==> src/rtl/a_star_open_set_engine_macros.svh <==
// Assertion macros for the A* open-set engine.
`ifndef A_STAR_OPEN_SET_ENGINE_MACROS_SVH
`define A_STAR_OPEN_SET_ENGINE_MACROS_SVH
`ifndef SYNTHESIS
`define ASE_ASSERT(label, clk, rst_n, prop) \
    label: assert property (@(posedge clk) disable iff (!rst_n) prop) else $error("label");
`define ASE_ASSERT_ALWAYS(label, clk, prop) \
    label: assert property (@(posedge clk) prop) else $error("label");
`else
`define ASE_ASSERT(label, clk, rst_n, prop)
`define ASE_ASSERT_ALWAYS(label, clk, prop)
`endif
`endif

==> src/rtl/ase_pkg.sv <==
`timescale 1ns / 1ps
package ase_pkg;
    typedef enum logic [1:0] {
        MODE_START = 2'd0,
        MODE_POP   = 2'd1,
        MODE_NBR   = 2'd2,
        MODE_PATH  = 2'd3
    } t_mode;

    localparam logic [2:0] ST_DONE     = 3'd0;
    localparam logic [2:0] ST_INSERTED = 3'd1;
    localparam logic [2:0] ST_IMPROVED = 3'd2;
    localparam logic [2:0] ST_NOT_IMPR = 3'd3;
    localparam logic [2:0] ST_FULL     = 3'd4;
    localparam logic [2:0] ST_EMPTY    = 3'd5;

    typedef enum logic [9:0] {
        S_IDLE  = 10'b0000000001,
        S_CURRD = 10'b0000000010,
        S_SCAN  = 10'b0000000100,
        S_SCANW = 10'b0000001000,
        S_NDEC  = 10'b0000010000,
        S_PRD   = 10'b0000100000,
        S_PWAIT = 10'b0001000000,
        S_PEMIT = 10'b0010000000,
        S_FIN   = 10'b0100000000,
        S_OUT   = 10'b1000000000
    } t_state;
endpackage

==> src/rtl/ase_ram.sv <==
`timescale 1ns / 1ps
module ase_ram #(
    parameter int WIDTH = 8,
    parameter int DEPTH = 64
) (
    input  logic                     i_clk,
    input  logic                     i_we,
    input  logic [$clog2(DEPTH)-1:0] i_waddr,
    input  logic [WIDTH-1:0]         i_wdata,
    input  logic [$clog2(DEPTH)-1:0] i_raddr,
    output logic [WIDTH-1:0]         o_rdata
);
    logic [WIDTH-1:0] r_mem [DEPTH];

    always_ff @(posedge i_clk) begin
        if (i_we) begin
            r_mem[i_waddr] <= i_wdata;
        end
        o_rdata <= r_mem[i_raddr];
    end
endmodule

==> src/rtl/a_star_open_set_engine.sv <==
`timescale 1ns / 1ps
`include "a_star_open_set_engine_macros.svh"
// A* open-set engine. Node ids, costs, totals and parent indexes live in one
// entry memory with a registered read; open marks are flip-flops.
// Start and a path on an empty table go from idle through the finish state
// to the output register. Pop scans the table one entry per cycle through
// the memory read port, then answers. Neighbor first reads the current
// entry, then scans, then answers. Path reads an entry, emits it as a word
// and follows its parent, waiting while the last word is not yet taken, up
// to MAX_NODES words. Results leave through a single output register; the
// input is ready again the cycle after the final word of the current command
// has been accepted.
module a_star_open_set_engine #(
    parameter int MAX_NODES = 64,
    parameter int ID_BITS   = 16,
    parameter int COST_BITS = 24
) (
    input  logic        i_clk,
    input  logic        i_rst_n,
    input  logic        i_valid,
    output logic        o_ready,
    input  logic [1:0]  i_mode,
    input  logic [15:0] i_node_id,
    input  logic [15:0] i_step_cost,
    input  logic [15:0] i_estimate,
    output logic        o_valid,
    input  logic        i_ready,
    output logic [15:0] o_result_id,
    output logic [23:0] o_cost_so_far,
    output logic [2:0]  o_status,
    output logic        o_last
);
    localparam int IW = $clog2(MAX_NODES);
    localparam int CW = IW + 1;
    localparam int PW = CW;
    localparam int EW = ID_BITS + 2 * COST_BITS + PW;
    localparam logic [COST_BITS-1:0] CMAX = {COST_BITS{1'b1}};
    localparam logic [PW-1:0] NO_PARENT = {PW{1'b1}};
    localparam logic [CW-1:0] CNT_MAX = CW'(MAX_NODES);

    ase_pkg::t_state r_state;
    logic [1:0]           r_mode;
    logic [ID_BITS-1:0]   r_id;
    logic [15:0]          r_step, r_est;
    logic [MAX_NODES-1:0] r_open;
    logic [CW-1:0]        r_count;
    logic [IW-1:0]        r_cur;
    logic [IW-1:0]        r_idx;
    logic [IW-1:0]        r_rd_idx;
    logic                 r_scan_v;
    logic                 r_found;
    logic [IW-1:0]        r_best;
    logic [COST_BITS-1:0] r_best_tot, r_g, r_f;
    logic [COST_BITS-1:0] r_hit_cost, r_hit_tot;
    logic [IW-1:0]        r_hit;
    logic [CW-1:0]        r_nemit;

    logic [15:0]          r_o_id;
    logic [23:0]          r_o_cost;
    logic [2:0]           r_o_stat;
    logic                 r_o_last, r_o_valid;

    logic                 we;
    logic [IW-1:0]        waddr, raddr;
    logic [EW-1:0]        wdata, rdata;
    logic [ID_BITS-1:0]   rd_id;
    logic [COST_BITS-1:0] rd_cost, rd_tot;
    logic [PW-1:0]        rd_par;

    assign {rd_id, rd_cost, rd_tot, rd_par} = rdata;

    ase_ram #(.WIDTH(EW), .DEPTH(MAX_NODES)) u_tbl (
        .i_clk  (i_clk),
        .i_we   (we),
        .i_waddr(waddr),
        .i_wdata(wdata),
        .i_raddr(raddr),
        .o_rdata(rdata)
    );

    function automatic logic [COST_BITS-1:0] sat_add(logic [COST_BITS-1:0] a,
                                                      logic [COST_BITS-1:0] b);
        logic [COST_BITS:0] s;
        s = {1'b0, a} + {1'b0, b};
        return s[COST_BITS] ? CMAX : s[COST_BITS-1:0];
    endfunction

    function automatic logic [COST_BITS-1:0] ext16(logic [15:0] v);
        logic [COST_BITS+15:0] w;
        w = {{COST_BITS{1'b0}}, v};
        return (w > {16'd0, CMAX}) ? CMAX : w[COST_BITS-1:0];
    endfunction

    logic in_fire, out_fire, busy_out;
    assign o_ready  = (r_state == ase_pkg::S_IDLE);
    assign in_fire  = i_valid && o_ready;
    assign out_fire = r_o_valid && i_ready;
    assign busy_out = r_o_valid && !i_ready;

    assign o_valid       = r_o_valid;
    assign o_result_id   = r_o_id;
    assign o_cost_so_far = r_o_cost;
    assign o_status      = r_o_stat;
    assign o_last        = r_o_last;

    // Read address: scans use the running index; path uses the walk pointer.
    assign raddr = r_rd_idx;

    logic [COST_BITS-1:0] nbr_g, nbr_f;
    assign nbr_g = sat_add(rd_cost, ext16(r_step));
    assign nbr_f = sat_add(nbr_g, ext16(r_est));

    logic scan_last;
    assign scan_last = ({1'b0, r_rd_idx} + CW'(1) >= r_count);

    // The walk ends at a parent outside the table or after MAX_NODES words.
    logic path_end;
    assign path_end = (rd_par >= r_count) || (r_nemit + CW'(1) >= CNT_MAX);

    always_ff @(posedge i_clk) begin
        if (!i_rst_n) begin
            r_state   <= ase_pkg::S_IDLE;
            r_open    <= '0;
            r_count   <= '0;
            r_cur     <= '0;
            r_o_valid <= 1'b0;
            r_scan_v  <= 1'b0;
        end else begin
            // The read port holds data for r_idx in the cycle after a scan read.
            r_scan_v <= (r_state == ase_pkg::S_SCAN);
            if (out_fire) r_o_valid <= 1'b0;
            case (r_state)
                ase_pkg::S_IDLE: begin
                    if (in_fire) begin
                        r_mode   <= i_mode;
                        r_id     <= ID_BITS'(i_node_id);
                        r_step   <= i_step_cost;
                        r_est    <= i_estimate;
                        r_found  <= 1'b0;
                        r_nemit  <= '0;
                        case (ase_pkg::t_mode'(i_mode))
                            ase_pkg::MODE_START: begin
                                r_open    <= MAX_NODES'(1);
                                r_count   <= CW'(1);
                                r_cur     <= '0;
                                r_o_id    <= 16'(ID_BITS'(i_node_id));
                                r_o_cost  <= '0;
                                r_o_stat  <= ase_pkg::ST_DONE;
                                r_state   <= ase_pkg::S_FIN;
                            end
                            ase_pkg::MODE_POP: begin
                                r_rd_idx <= '0;
                                r_state  <= (r_count == '0) ? ase_pkg::S_SCANW
                                                            : ase_pkg::S_SCAN;
                            end
                            ase_pkg::MODE_NBR: begin
                                r_rd_idx <= r_cur;
                                r_state  <= ase_pkg::S_CURRD;
                            end
                            default: begin
                                if (r_count == '0) begin
                                    r_o_id   <= '0;
                                    r_o_cost <= '0;
                                    r_o_stat <= ase_pkg::ST_DONE;
                                    r_state  <= ase_pkg::S_FIN;
                                end else begin
                                    r_rd_idx <= r_cur;
                                    r_state  <= ase_pkg::S_PWAIT;
                                end
                            end
                        endcase
                    end
                end
                // Neighbor: the current entry is being read.
                ase_pkg::S_CURRD: begin
                    r_state  <= ase_pkg::S_NDEC;
                    r_rd_idx <= '0;
                end
                // Neighbor: current entry data arrives, compute g and f.
                ase_pkg::S_NDEC: begin
                    r_g <= nbr_g;
                    r_f <= nbr_f;
                    if (r_count == '0) begin
                        r_state <= ase_pkg::S_SCANW;
                    end else begin
                        r_state <= ase_pkg::S_SCAN;
                    end
                end
                // Scan issues reads for indexes 0..count-1, compares in the cycle after.
                ase_pkg::S_SCAN: begin
                    r_idx <= r_rd_idx;
                    if (scan_last) begin
                        r_state <= ase_pkg::S_SCANW;
                    end else begin
                        r_rd_idx <= r_rd_idx + IW'(1);
                    end
                end
                ase_pkg::S_SCANW: begin
                    r_state <= ase_pkg::S_PEMIT;
                end
                ase_pkg::S_PWAIT: r_state <= ase_pkg::S_PRD;
                ase_pkg::S_PRD: begin
                    if (!r_o_valid) begin
                        r_o_id    <= 16'(rd_id);
                        r_o_cost  <= 24'(rd_cost);
                        r_o_stat  <= ase_pkg::ST_DONE;
                        r_o_last  <= path_end;
                        r_o_valid <= 1'b1;
                        r_nemit   <= r_nemit + CW'(1);
                        if (path_end) begin
                            r_state <= ase_pkg::S_OUT;
                        end else begin
                            r_rd_idx <= rd_par[IW-1:0];
                            r_state  <= ase_pkg::S_PWAIT;
                        end
                    end
                end
                ase_pkg::S_PEMIT: begin
                    r_state <= ase_pkg::S_FIN;
                    if (ase_pkg::t_mode'(r_mode) == ase_pkg::MODE_POP) begin
                        if (!r_found) begin
                            r_o_id   <= '0;
                            r_o_cost <= '0;
                            r_o_stat <= ase_pkg::ST_EMPTY;
                        end else begin
                            r_open[r_best] <= 1'b0;
                            r_cur          <= r_best;
                            r_o_id         <= 16'(r_id);
                            r_o_cost       <= 24'(r_g);
                            r_o_stat       <= ase_pkg::ST_DONE;
                        end
                    end else begin
                        r_o_id <= 16'(r_id);
                        if (!r_found) begin
                            if (r_count >= CNT_MAX) begin
                                r_o_cost <= '0;
                                r_o_stat <= ase_pkg::ST_FULL;
                            end else begin
                                r_open[r_count[IW-1:0]] <= 1'b1;
                                r_count  <= r_count + CW'(1);
                                r_o_cost <= 24'(r_g);
                                r_o_stat <= ase_pkg::ST_INSERTED;
                            end
                        end else begin
                            r_open[r_hit] <= 1'b1;
                            if (r_f < r_hit_tot) begin
                                r_o_cost <= 24'(r_g);
                                r_o_stat <= ase_pkg::ST_IMPROVED;
                            end else begin
                                r_o_cost <= 24'(r_hit_cost);
                                r_o_stat <= ase_pkg::ST_NOT_IMPR;
                            end
                        end
                    end
                end
                ase_pkg::S_FIN: begin
                    if (!r_o_valid) begin
                        r_o_valid <= 1'b1;
                        r_o_last  <= 1'b1;
                        r_state   <= ase_pkg::S_OUT;
                    end
                end
                ase_pkg::S_OUT: begin
                    if (out_fire) r_state <= ase_pkg::S_IDLE;
                end
                default: r_state <= ase_pkg::S_IDLE;
            endcase

            // Compare stage of the scan: data for r_idx is on the read port.
            if (r_scan_v) begin
                if (ase_pkg::t_mode'(r_mode) == ase_pkg::MODE_POP) begin
                    if (r_open[r_idx] && (!r_found || rd_tot < r_best_tot)) begin
                        r_found    <= 1'b1;
                        r_best     <= r_idx;
                        r_best_tot <= rd_tot;
                        r_id       <= rd_id;
                        r_g        <= rd_cost;
                    end
                end else if (!r_found && rd_id == r_id) begin
                    r_found    <= 1'b1;
                    r_hit      <= r_idx;
                    r_hit_cost <= rd_cost;
                    r_hit_tot  <= rd_tot;
                end
            end
        end
    end

    // Table writes: start fills entry 0, neighbor inserts or improves.
    logic nbr_commit_ins, nbr_commit_imp;
    assign nbr_commit_ins = (r_state == ase_pkg::S_PEMIT) &&
                            (ase_pkg::t_mode'(r_mode) == ase_pkg::MODE_NBR) &&
                            !r_found && (r_count < CNT_MAX);
    assign nbr_commit_imp = (r_state == ase_pkg::S_PEMIT) &&
                            (ase_pkg::t_mode'(r_mode) == ase_pkg::MODE_NBR) &&
                            r_found && (r_f < r_hit_tot);
    always_comb begin
        we    = 1'b0;
        waddr = '0;
        wdata = {r_id, r_g, r_f, {1'b0, r_cur}};
        if (in_fire && ase_pkg::t_mode'(i_mode) == ase_pkg::MODE_START) begin
            we    = 1'b1;
            wdata = {ID_BITS'(i_node_id), {COST_BITS{1'b0}},
                     ext16(i_estimate), NO_PARENT};
        end else if (nbr_commit_ins) begin
            we    = 1'b1;
            waddr = r_count[IW-1:0];
        end else if (nbr_commit_imp) begin
            we    = 1'b1;
            waddr = r_hit;
        end
    end

    `ASE_ASSERT(a_out_hold, i_clk, i_rst_n, busy_out |=> r_o_valid && $stable({r_o_id, r_o_cost, r_o_stat, r_o_last}))
    `ASE_ASSERT(a_count_max, i_clk, i_rst_n, r_count <= CNT_MAX)
    `ASE_ASSERT(a_state_hot, i_clk, i_rst_n, $onehot(r_state))
    `ASE_ASSERT(a_no_accept_busy, i_clk, i_rst_n, r_o_valid |-> !o_ready)
endmodule
==> config.mk <==
export PLATFORM = sky130hd
export DESIGN_NAME = a_star_open_set_engine
export DESIGN_NICKNAME = d
export VERILOG_FILES = /design/src/rtl/ase_pkg.sv /design/src/rtl/ase_ram.sv /design/src/rtl/a_star_open_set_engine.sv
export VERILOG_INCLUDE_DIRS = /design/src /design/src/rtl
export SDC_FILE = /design/constraint.sdc
export NUM_CORES = 2
export LEC_CHECK = 0
export BUFFER_PORTS_ARGS = -buffer_cell sky130_fd_sc_hd__buf_2
export CAP_MARGIN = 20
export CORE_UTILIZATION = 24
export CTS_BUF_LIST = sky130_fd_sc_hd__clkbuf_8
export CTS_CLUSTER_DIAMETER = 60
export CTS_CLUSTER_SIZE = 30
export DETAILED_ROUTE_END_ITERATION = 12
export SYNTH_ARGS = -nofsm -noshare
export SYNTH_HDL_FRONTEND = slang
export SYNTH_MEMORY_MAX_BITS = 65536
export SYNTH_SLANG_ARGS = --single-unit
export TNS_END_PERCENT = 20
==> constraint.sdc <==
create_clock -name i_clk -period 8.5 [get_ports i_clk]
set_clock_uncertainty 0.1 [all_clocks]
set_input_delay 1.275 -clock i_clk [delete_from_list [all_inputs] [get_ports i_clk]]
set_output_delay 1.275 -clock i_clk [all_outputs]
set_load 0.005 [all_outputs]
==> results_dict.tcl <==
set metrics [dict create \
    max_freq_ghz 0.151 \
    htreeDepth 5 \
    drtPass1Iterations 10 \
    internal_power_mw 35.7 \
    drv_cap 0 \
    crit_type "reg2reg" \
    ys_warn_count 0 \
    seq_area_frac_synth_pct 76.1 \
    dieHeight_um 899 \
    switching_share_pct 29.2 \
    fill_cells 78967 \
    crit_chain "ha_1 -> fa_1 -> a211o_1 -> and3_1 -> o21ai_0 -> nand2_1 -> nand2b_1 -> buf_4 -> nand2_1 -> ha_1 -> o21a_1 -> o21ai_0 -> a31oi_1 -> a221oi_1 -> o211ai_1 -> and3b_1 -> nand3_1 -> or3_1 -> o21ai_0" \
    p_comb_share_pct 15.1 \
    setup_viol_count_final 0 \
    cp_top_family "compound AO/OA/AOI/OAI gates" \
    finalNetCount 9853 \
    holdBufCountCts 0 \
    multi_input_area_mm2 0.0443 \
    drtIter0Drc 15143 \
    ant_nets 0 \
    pin_count 100 \
    yosysUniqueCellTypes 73 \
    synthArstFlopShare_pct 0 \
    design_area_mm2 0.218 \
    cts_tree "done" \
    place_area_mm2 0.209 \
    vias 102066 \
    clkPwrFrac_pct 28.9 \
    wl_per_cell_um 28.8 \
    holdWs_ns 0.149 \
    syn_nets 9615 \
    portBuffers 99 \
    groute.usage.overall_pct 14.1 \
    coreArea_mm2 0.802 \
    syn_avg_cell_area_um2 20.4 \
    max_slew_margin_pct 19.7 \
    p_leak_nw 66.5 \
    p_seq_share_pct 56.0 \
    synth_top_cell_area_share_pct 74.4 \
    overflow 0 \
    start_util_pct 24.1 \
    cts_num_sinks 4950 \
    crit_arrival_ns 7.47 \
    rsz0062_at_grt "no" \
    die_width_um 899 \
    syn2layout_area_growth_pct 12.8 \
    synth-edff-count 4790 \
    yosysTopAreaCell "edfxtp_1" \
    syn_inst 9459 \
    grt_max_degree 100 \
    post_cts_buffers 0 \
    ys_ff_latch 4950 \
    crit_buf_inv 1 \
    p_sw_mw 14.7 \
    status "finished clean" \
    hp-class "in2reg" \
    worst_slack_ns 1.86 \
    instances_no_fill 20668 \
    finalHoldViolCount 0 \
    drc 0 \
    final_max_slew_viol_count 0 \
    crit_path_end_kind "register" \
    post-route-min-period_ns 6.64 \
    post_cts_resized 0 \
    die-area_mm2 0.809 \
    mostFrequentLayoutCells "edfxtp_1, mux4_2, mux2i_1" \
    power_per_cell_area_mw_per_mm2 231 \
    clockBufferDepth 4 \
    numCtsBuffers 366 \
    grt_pass1_wl_um 812000 \
    synth_area_leaders "edfxtp_1, mux4_2, mux2i_1, dfxtp_1, o221ai_1" \
    drive_gt1_share_pct 23.4 \
    grt_pass1_vias 97116 \
    peakVddDrop_v 0.000138 \
    rows 329 \
    cpPeakStageDelay_ns 0.62 \
    worst_pin_slew_ns 1.21 \
    root_buffer "clkbuf_8" \
    synthFlopType "edfxtp_1" \
    period_share_pct 78.2 \
    crit_path_max_fanout 21 \
    slowest_stage "or3_1" \
    clk_latency_ns 1.22 \
    crit_path_start_kind "register" \
    viasPerCell 4.94 \
    crit_top_cell "o21ai_0" \
    final_common_cell "edfxtp_1" \
    pre_cts_slack_ns 2.06 \
    clk_transition_reported_paths_ns 0.12 \
    syn_area_mm2 0.193 \
    ff_latch_area_mm2 0.147 \
    setup_tns_ns 0 \
    cp.required_ns 9.33 \
    antenna_found_initial 56 \
    dp_cells 19916 \
    drt-total-wl_um 594000 \
    place.gp.congestion 0.831 \
    dpl.hpwl_um 329000 \
]
state kept, by name, indices dropped and copies added (netlist names), 16 cells and up:
register and cells:
u_tbl.r_mem 4544, u_tbl.o_rdata 71, r_open 64, o_cost_so_far 24
r_best_tot 24, r_f 24, r_g 24, r_hit_cost 24
r_hit_tot 24, o_result_id 16, r_est 16, r_id 16
r_step 16
per-layer routing:
layer | up-vias | wire length [µm] | track usage (%)
li1 | 39988 | - | -
met1 | 55431 | 237000 | 19.3
met2 | 5789 | 278000 | 22.5
met3 | 838 | 60600 | 2.92
met4 | 20 | 18900 | 4.21
met5 | - | 153 | 0
power groups by stage:
| stage | Combinational, mW | Sequential [mW] | Clock, mW |
|---|---|---|---|
| after global placement | 7.52 | 28.8 | 0 |
| after detailed placement | 7.57 | 28.8 | 0 |
| after CTS | 7.58 | 28.2 | 14.8 |
| after global routing | 8.03 | 28.2 | 15.6 |
| after floorplan | 4.52 | 28.6 | 0 |
| final | 7.61 | 28.2 | 14.6 |
cell usage after synthesis, types with 27 or more instances:
library cell	number
o21ai_0	159
mux2i_1	486
dfxtp_1	160
ha_1	100
nor2_1	283
o22ai_1	171
buf_2	112
a222oi_1	40
nand2b_1	28
buf_1	79
clkbuf_1	319
a21o_1	27
a31oi_1	60
edfxtp_1	4790
mux2_2	29
inv_1	110
o221ai_1	231
and2_1	48
nand2_1	329
nor3_1	46
nand3_1	43
a21oi_1	378
mux4_2	1096
xnor2_1	31
a211oi_1	50
worst register-to-register path, stage by stage (launching register included):
cell and delay (ns):
edfxtp_1 0.39, ha_1 0.24, fa_1 0.43, a211o_1 0.34
and3_1 0.16, o21ai_0 0.56, nand2_1 0.23, nand2b_1 0.60
buf_4 0.33, nand2_1 0.12, ha_1 0.37, o21a_1 0.21
o21ai_0 0.17, a31oi_1 0.11, a221oi_1 0.54, o211ai_1 0.19
and3b_1 0.28, nand3_1 0.14, or3_1 0.62, o21ai_0 0.21
stage by stage:
| stage | utilization (%) | power [mW] |
|---|---|---|
| 5_1_grt | 27.2 | 51.9 |
| 2_1_floorplan | - | 33.1 |
| 3_3_place_gp | 26.0 | 36.3 |
| 3_5_place_dp | 26.0 | 36.3 |
| 4_1_cts | 27.1 | 50.6 |
| 6_report | 27.2 | 50.4 |
path summary, 6_finish.rpt:
check	from	end	slack, ns	cells after the start
max	r_step[0]	r_f[13]	1.86	19
min	i_step_cost[8]	r_step[8]	0.15	1
min reg2reg	r_open[0]	r_open[0]	0.37	2
max reg2reg	r_step[0]	r_f[13]	1.86	19
kinds of logic (layout without fill, tap and decap cells):
kind of cell | Yosys count | in the layout | synth area share, %
fa+ha+maj | 102 | 102 | 0.668
mux | 1611 | 1611 | 15.5
compound gates | 1207 | 1207 | 4.08
buf+inv | 643 | 1198 | 1.36
xor+xnor | 57 | 57 | 0.258
simple gates | 889 | 889 | 2.06
flops | 4950 | 4950 | 76.1
other cells | 0 | 62 | 0
layout make-up:
class / instances / area share [%]
Antenna cell: 62 / 0.0712
Multi-Input combinational cell: 3866 / 20.3
Timing Repair Buffer: 397 / 1.78
Sequential cell: 4950 / 67.4
Inverter: 116 / 0.210
Clock inverter: 307 / 1.71
Clock buffer: 378 / 2.39
Tap cell: 10592 / 6.08
Power figures use the tool's default switching activity.
